[src/hw/rtl/r2fft_pkg.sv]
// Shared constants, codes and types of the radix-2 FFT block.
package r2fft_pkg;

  localparam int LOG2_MAX_POINTS_DEF = 10;
  localparam int SAMPLE_BITS_DEF     = 16;
  localparam int TWIDDLE_BITS_DEF    = 18;

  localparam int CFG_DATA_BITS  = 4;
  localparam int CFG_INDEX_BITS = 1;

  localparam real PI_VAL = 3.14159265358979323846;

  typedef enum logic [CFG_INDEX_BITS-1:0] {
    CFG_LOG2_POINTS  = 1'b0,
    CFG_INVERSE_MODE = 1'b1
  } cfg_index_t;

  typedef enum logic {
    CMD_LOAD = 1'b0,
    CMD_READ = 1'b1
  } cmd_t;

  typedef enum logic [3:0] {
    ST_IDLE,
    ST_RD,
    ST_BR_RI,
    ST_BR_RR,
    ST_BR_WI,
    ST_BR_WR,
    ST_BF_RQ,
    ST_BF_RP,
    ST_BF_GO,
    ST_BF_WAIT,
    ST_BF_WQ,
    ST_SC_RD,
    ST_SC_WR
  } seq_state_t;

endpackage

[src/hw/rtl/r2fft_bfly.sv]
// Butterfly unit: one shared multiplier, t = W*q over four products, p +/- t saturated.
module r2fft_bfly
  import r2fft_pkg::*;
#(
  parameter int DATA_BITS    = SAMPLE_BITS_DEF + LOG2_MAX_POINTS_DEF,
  parameter int TWIDDLE_BITS = TWIDDLE_BITS_DEF
) (
  input  logic                           clk,
  input  logic                           rst_n,
  input  logic                           start,
  input  logic signed [DATA_BITS-1:0]    q_re,
  input  logic signed [DATA_BITS-1:0]    q_im,
  input  logic signed [DATA_BITS-1:0]    p_re,
  input  logic signed [DATA_BITS-1:0]    p_im,
  input  logic signed [TWIDDLE_BITS-1:0] tw_cos,
  input  logic signed [TWIDDLE_BITS-1:0] tw_sin,
  output logic                           done,
  output logic signed [DATA_BITS-1:0]    a_re,
  output logic signed [DATA_BITS-1:0]    a_im,
  output logic signed [DATA_BITS-1:0]    b_re,
  output logic signed [DATA_BITS-1:0]    b_im
);

  localparam int PW   = DATA_BITS + TWIDDLE_BITS;
  localparam int FRAC = TWIDDLE_BITS - 1;
  localparam int RW   = PW + 1 - FRAC;
  localparam int SW   = ((RW > DATA_BITS) ? RW : DATA_BITS) + 1;
  localparam logic signed [PW:0]   HALF = (PW+1)'(1) << (FRAC - 1);
  localparam logic signed [SW-1:0] MAXV = {{(SW-DATA_BITS+1){1'b0}}, {(DATA_BITS-1){1'b1}}};
  localparam logic signed [SW-1:0] MINV = ~MAXV;

  logic                           busy_r;
  logic [2:0]                     step_r;
  logic                           done_r;
  logic signed [DATA_BITS-1:0]    qr_r, qi_r, pr_r, pi_r;
  logic signed [TWIDDLE_BITS-1:0] c_r, s_r;
  logic signed [DATA_BITS-1:0]    mul_a;
  logic signed [TWIDDLE_BITS-1:0] mul_b;
  logic signed [PW-1:0]           prod_r;
  logic signed [PW:0]             acc_r;
  logic signed [PW:0]             sum;
  logic signed [RW-1:0]           tr_r, ti_r;
  logic signed [SW-1:0]           ar, ai, br, bi;
  logic signed [DATA_BITS-1:0]    a_re_r, a_im_r, b_re_r, b_im_r;

  function automatic logic signed [DATA_BITS-1:0] sat(input logic signed [SW-1:0] v);
    if (v > MAXV) return MAXV[DATA_BITS-1:0];
    if (v < MINV) return MINV[DATA_BITS-1:0];
    return v[DATA_BITS-1:0];
  endfunction

  always_comb begin
    mul_a = (step_r == 3'd0 || step_r == 3'd3) ? qr_r : qi_r;
    mul_b = (step_r == 3'd0 || step_r == 3'd2) ? c_r : s_r;
    sum   = (step_r == 3'd2) ? acc_r + (PW+1)'(prod_r) : acc_r - (PW+1)'(prod_r);
    ar    = SW'(pr_r) + SW'(tr_r);
    ai    = SW'(pi_r) + SW'(ti_r);
    br    = SW'(pr_r) - SW'(tr_r);
    bi    = SW'(pi_r) - SW'(ti_r);
  end

  always_ff @(posedge clk) begin
    if (!rst_n) begin
      busy_r <= 1'b0;
      step_r <= '0;
      done_r <= 1'b0;
    end else begin
      done_r <= busy_r && step_r == 3'd5;
      if (start) begin
        busy_r <= 1'b1;
        step_r <= '0;
      end else if (busy_r) begin
        step_r <= step_r + 3'd1;
        if (step_r == 3'd5) busy_r <= 1'b0;
      end
    end
  end

  always_ff @(posedge clk) begin
    if (start) begin
      qr_r <= q_re;
      qi_r <= q_im;
      pr_r <= p_re;
      pi_r <= p_im;
      c_r  <= tw_cos;
      s_r  <= tw_sin;
    end
    prod_r <= PW'(mul_a * mul_b);
    case (step_r)
      3'd1:    acc_r <= (PW+1)'(prod_r) + HALF;
      3'd2:    tr_r  <= RW'(sum >>> FRAC);
      3'd3:    acc_r <= (PW+1)'(prod_r) + HALF;
      3'd4:    ti_r  <= RW'(sum >>> FRAC);
      3'd5: begin
        a_re_r <= sat(ar);
        a_im_r <= sat(ai);
        b_re_r <= sat(br);
        b_im_r <= sat(bi);
      end
      default: ;
    endcase
  end

  assign done = done_r;
  assign a_re = a_re_r;
  assign a_im = a_im_r;
  assign b_re = b_re_r;
  assign b_im = b_im_r;

endmodule

[config.mk]
export PLATFORM = sky130hd
export DESIGN_NAME = r2fft_bfly
export DESIGN_NICKNAME = d
export VERILOG_FILES = /design/src/hw/rtl/r2fft_pkg.sv /design/src/hw/rtl/r2fft_bfly.sv
export SDC_FILE = /design/constraint.sdc
export NUM_CORES = 2
export LEC_CHECK = 0
export BUFFER_PORTS_ARGS = -buffer_cell sky130_fd_sc_hd__buf_4
export CELL_PAD_IN_SITES_DETAIL_PLACEMENT = 0
export CELL_PAD_IN_SITES_GLOBAL_PLACEMENT = 1
export CORE_ASPECT_RATIO = 0.5
export CORE_MARGIN = 1.5
export CORE_UTILIZATION = 45
export CTS_CLUSTER_SIZE = 25
export DETAILED_ROUTE_END_ITERATION = 8
export GPL_TIMING_DRIVEN = 0
export PLACE_DENSITY_LB_ADDON = 0.1
export SETUP_SLACK_MARGIN = 0.05
export SYNTH_ARGS = -nofsm -noshare
export SYNTH_HDL_FRONTEND = slang
export SYNTH_SLANG_ARGS = --single-unit
[constraint.sdc]
create_clock -name clk -period 8.5 [get_ports clk]
set_clock_uncertainty 0.15 [all_clocks]
set_input_delay 0.85 -clock clk [delete_from_list [all_inputs] [get_ports clk]]
set_output_delay 0.85 -clock clk [all_outputs]
set_load 0.03 [all_outputs]
---- Word level (Yosys, flattened, before mapping) ----
Index checks and enable logic that the tools add are counted.
storage, ports and cells
  register bits after elaboration ......... 394
  input port bits ......................... 143
  output and inout port bits .............. 105
  word-level logic and storage cells ...... 88
operators by class
  add/subtract/negate cells ............... 8
  multipliers ............................. 1
  order comparisons ....................... 8
  equality and inequality tests ........... 5
  muxes and demuxes ....................... 42
  bitwise operators ....................... 1
  reduce and logical (&&, ||, !) cells .... 6
operators by type and width
  operator                count
  $mux 26                 17
  $gt 29x26->1 const B    4
  $lt 29x26->1 const B    4
  $add 26x28->29          2
  $sub 26x28->29          2
  $add 44x18->45 const B  1
  $add 45x44->45          1
  $mux 45                 1
  $sub 45x44->45          1
  $mul 26x18->44          1
  $mux 1                  23
  $mux 18                 1
  $eq 3x2->1 const B      2
  $eq 3x3->1 const B      2
  $reduce_or 2->1         2
  $add 3x1->3 const B     1
  $eq 3x1->1 const B      1
  $logic_not 3->1         1
  $logic_or 1x1->1        2
  $logic_and 1x1->1       1
  $not 1->1               1

---- Longest topological paths before layout ----
  depth after elaboration ................. 8
  gate-level depth with buffers ........... 30
  gate-level depth less buffers ........... 29

---- Worst setup path before layout ----
Ideal clock, no wire load.
  path type ............................... reg-to-reg
  start point ............................. reg step_r[0]
  end point ............................... reg prod_r[43]
  library setup time ...................... 0.072 ns
  arrival ................................. 7.782 ns
  data required time ...................... 8.278 ns
  slack ................................... 0.496 ns
  cell stages (with the launch flop) ...... 28
  buffers on the path ..................... 2
  clock period less this slack ............ 8.004 ns
  cell sequence ........................... dfxtp_1 inv_1 ha_1 o21ai_1 clkbuf_1 clkbuf_1 mux2_2 nand2_1 fa_1 inv_1 fa_1 fa_1 fa_1 fa_1 inv_1 fa_1 inv_1 ha_1 a21o_1 a21o_1 a21oi_1 o21ai_0 a21o_1 a21oi_1 o211a_1 o21ai_0 a21oi_1 xnor2_1
between the ends
  word-level cells in the longest chain between the ends .. 4
  elaborated cells between the ends (all ways) .. 8
  those cells by class .................... 1 x mul; 2 x eq/ne; 2 x mux; 3 x reduce/logical
RTL lines
  element                                     RTL line                            text
  from (decl)                                 r2fft_bfly.sv:33                    logic [2:0] step_r;
  from (signal assigned)                      r2fft_bfly.sv:73                    step_r <= step_r + 3'd1;
  $eq 3x2->1, or another cell as far along    r2fft_bfly.sv:53                    mul_a = (step_r == 3'd0 || step_r == 3'd3) ? qr_r : qi_r;
  $logic_or 1x1->1, on equally long branches  r2fft_bfly.sv:53, r2fft_bfly.sv:54
  $mux 26 / $mux 18 (equally long branches)   r2fft_bfly.sv:53, r2fft_bfly.sv:54
  $mul 26x18->44 *                            r2fft_bfly.sv:88                    prod_r <= PW'(mul_a * mul_b);
  to (signal assigned)                        r2fft_bfly.sv:88
  to (decl)                                   r2fft_bfly.sv:39                    logic signed [PW-1:0] prod_r;
Mark *: on every way between the ends. The rest lies on a longest branch, timed or not.
A chain may end at the register's enable or synchronous reset.

---- Worst setup path after layout ----
  start point ............................. reg step_r[0]
  end point ............................... reg prod_r[42]
Same word-level chain as after synthesis.

==> impl_metrics.env <==
export IMPL_crit_family="adder cells"
export IMPL_ctsHoldBuffers=0
export IMPL_max_stage_delay_ps=590
export IMPL_yosysSeqAreaShare_pct=29.8
export IMPL_cap_violations=0
export IMPL_cts_sinks=394
export IMPL_drive_gt1_share_pct=13.8
export IMPL_layout_common_cells="inv_1, fa_1, nand2_1, edfxtp_1, nor2_1"
export IMPL_crit_fanout=10
export IMPL_globalplace_congestion=0.939
export IMPL_dieHeight_um=209
export IMPL_layout_min_cycle_time_ps=8180
export IMPL_clk_path_buf_depth=3
export IMPL_detail_route_antenna_nets=0
export IMPL_first_pass_iters=7
export IMPL_whs_ps=247
export IMPL_synth_nets=4687
export IMPL_nets=5017
export IMPL_path_common_cell="fa_1"
export IMPL_fill_cells=7665
export IMPL_dr_total_vias=27900
export IMPL_drc_errors=0
export IMPL_worst_path_stages=27
export IMPL_yosysWarningCount=0
export IMPL_required_ps=8840
export IMPL_postSynthAreaPerCell_sq_um=10.0
export IMPL_cp_arrival_ps=8530
export IMPL_crit_slowest_cell="clkbuf_1"
export IMPL_grt_util_all_layers_pct=25.7
export IMPL_path_clk_slew_ps=90
export IMPL_grt_max_degree=84
export IMPL_crit_type="reg2reg"
export IMPL_cts_buffers=41
export IMPL_setup_viol_count_final=0
export IMPL_fin_util_pct=52.3
export IMPL_worstSetupEndpointType="register"
export IMPL_startpoint_type="register"
export IMPL_dp_cells=5184
export IMPL_reg2reg_depth=27
export IMPL_synth_top_family_by_area="adder cells"
export IMPL_synth_cells=3811
export IMPL_fmax_ghz=0.122
export IMPL_yosys_cell_types_count=86
export IMPL_num_rows=75
export IMPL_antenna_found_initial=0
export IMPL_clockRootBuffer="clkbuf_16"
export IMPL_wl_per_cell_um=20.9
export IMPL_dr_first_iter_drc_count=2120
export IMPL_multi_input_area_sq_um=24100
export IMPL_core_area_sq_um=83800
export IMPL_post_route_period_util_pct=96.3
export IMPL_hold_path_class="in2reg"
export IMPL_synth_compound_area_share_pct=10.5
export IMPL_place_hpwl_mm=91.0
export IMPL_via_per_inst=5.27
export IMPL_initial_core_util_pct=45.5
export IMPL_routed_wl_mm=111
export IMPL_relSlewSlack_pct=17.3
export IMPL_synth_area_sq_um=38100
export IMPL_pre_cts_ws_ps=-1810
export IMPL_syn_to_final_growth_pct=15.0
export IMPL_fin_cells=5289
export IMPL_layout_setup_ws_ps=316
export IMPL_status="complete, no violations"
export IMPL_rsz0062_at_grt="yes"
export IMPL_ff_latch_area_sq_um=11300
export IMPL_final_common_cell="inv_1"
export IMPL_synthMuxAreaShare_pct=2.54
export IMPL_final_hold_viol_count=0
export IMPL_synth_ff_type="edfxtp_1"
export IMPL_ys_ff_latch=394
export IMPL_grt_ovfl_total=0
export IMPL_cts_tree="yes"
export IMPL_tightestPinTransition_ps=1240
export IMPL_synth_fa_ha_area_share_pct=33.2
export IMPL_grt_pass1_vias=28400
export IMPL_clkLatencyLatePin_ps=620
export IMPL_yosys_area_share_xor_xnor_pct=5.45
export IMPL_grt_pass1_wl_mm=170
export IMPL_hold_depth=1
export IMPL_die_w_um=414
export IMPL_port_buffers=247
export IMPL_synthArstFlopShare_pct=0
export IMPL_synth_edff_count=345
export IMPL_cp_num_buf_inv=7
export IMPL_drv_slew=0
export IMPL_dieArea_sq_um=86500
export IMPL_io_pins=248
export IMPL_htree_levels=2
export IMPL_diodes=0
export IMPL_synth_simple_area_share_pct=10.2
## per-stage QoR
step                TNS [ps]  instance area [sq um]
finish                     0                  43800
global route               0                  43800
CTS                        0                  43400
detailed placement    -27880                  41500
floorplan                  0                  38100
global placement      -39970                  41300
## sequential cells by signal, indices dropped and copies added, names as in the netlist, 18 cells and up
signal and cells:
qi_r 26, prod_r 44, tr_r 28, acc_r 45, pi_r 26, b_im 26, s_r 18, ti_r 28
b_re 26, c_r 18, a_im 26, qr_r 26, pr_r 26, a_re 26
## cells by family (layout without fill, tap and decap cells)
group,count (synthesis),in the layout
and+or+nand+nor,901,901
xor gates and xnor gates,237,237
muxes,91,91
AOI/OAI and AO/OA,621,621
buffers and inverters,834,1196
adders and majority gates,733,733
DFF,394,394
## layer usage
metal	routed length [um]	up-vias	global-route usage, %
met3	7650	138	4.81
met4	2510	0	5.90
met5	0	-	0
li1	-	13100	-
met1	53300	13800	38.1
met2	47300	855	39.0
## worst reg2reg max path: cells and delay by family, from the launching register on
| kind | cells | cell delay, ps |
|---|---|---|
| adder cells (fa/ha/maj) | 8 | 3590 |
| XOR/XNOR | 1 | 260 |
| AND/OR/NAND/NOR | 3 | 650 |
| AO/OA/AOI/OAI | 7 | 1320 |
| buffers and inverters | 7 | 1360 |
| flip-flops | 1 | 400 |
| multiplexers | 1 | 340 |
## final timing paths
path	start	to	slack [ps]
setup / recovery	step_r[0]$_SDFFE_PP0P_	prod_r[42]$_DFF_P_	320
hold / removal	tw_cos[3]	c_r[3]$_DFFE_PP_	250
setup reg to reg	step_r[0]$_SDFFE_PP0P_	prod_r[42]$_DFF_P_	320
hold reg to reg	prod_r[7]$_DFF_P_	acc_r[7]$_DFFE_PP_	340
## layout make-up
type | instances | area share [%]
clock buffer | 47 | 2.44
timing repair buffer | 292 | 5.31
inverter | 703 | 6.03
tap | 1116 | 3.19
clock inverter | 28 | 0.717
multi-input combinational | 2583 | 54.9
buffer | 126 | 1.49
sequential | 394 | 25.9
## cell usage after synthesis (11+ instances only)
| master | number | area, sq um |
|---|---|---|
| a211oi_1 | 17 | 128 |
| a21o_1 | 54 | 405 |
| a21oi_1 | 199 | 996 |
| a31oi_1 | 16 | 100 |
| buf_2 | 18 | 90.1 |
| clkbuf_1 | 100 | 375 |
| dfxtp_1 | 49 | 981 |
| edfxtp_1 | 345 | 10400 |
| fa_1 | 461 | 9230 |
| ha_1 | 272 | 3400 |
| inv_1 | 700 | 2630 |
| mux2_2 | 44 | 495 |
| mux2i_1 | 47 | 470 |
| nand2_1 | 353 | 1330 |
| nand2b_1 | 24 | 150 |
| nand3_1 | 38 | 190 |
| nand4_1 | 25 | 156 |
| nor2_1 | 338 | 1270 |
| nor2b_1 | 24 | 150 |
| nor3_1 | 34 | 170 |
| nor4_1 | 11 | 68.8 |
| o21a_1 | 25 | 188 |
| o21ai_0 | 100 | 500 |
| o21ai_1 | 45 | 225 |
| o21ai_2 | 21 | 184 |
| o21bai_1 | 28 | 210 |
| o31ai_1 | 23 | 173 |
| or3_1 | 14 | 87.6 |
| xnor2_1 | 184 | 1610 |
| xor2_1 | 53 | 464 |
## repair_timing
item	in CTS	in global routing
setup buffers	13	22
endpoints found under the setup margin	31	10
resized for setup	90	93
pin swaps	2	2
cloned	0	0
Power is left out: the tool's default activity adds up to more than one toggle a clock period on the data nets, which glitch-free logic cannot reach.
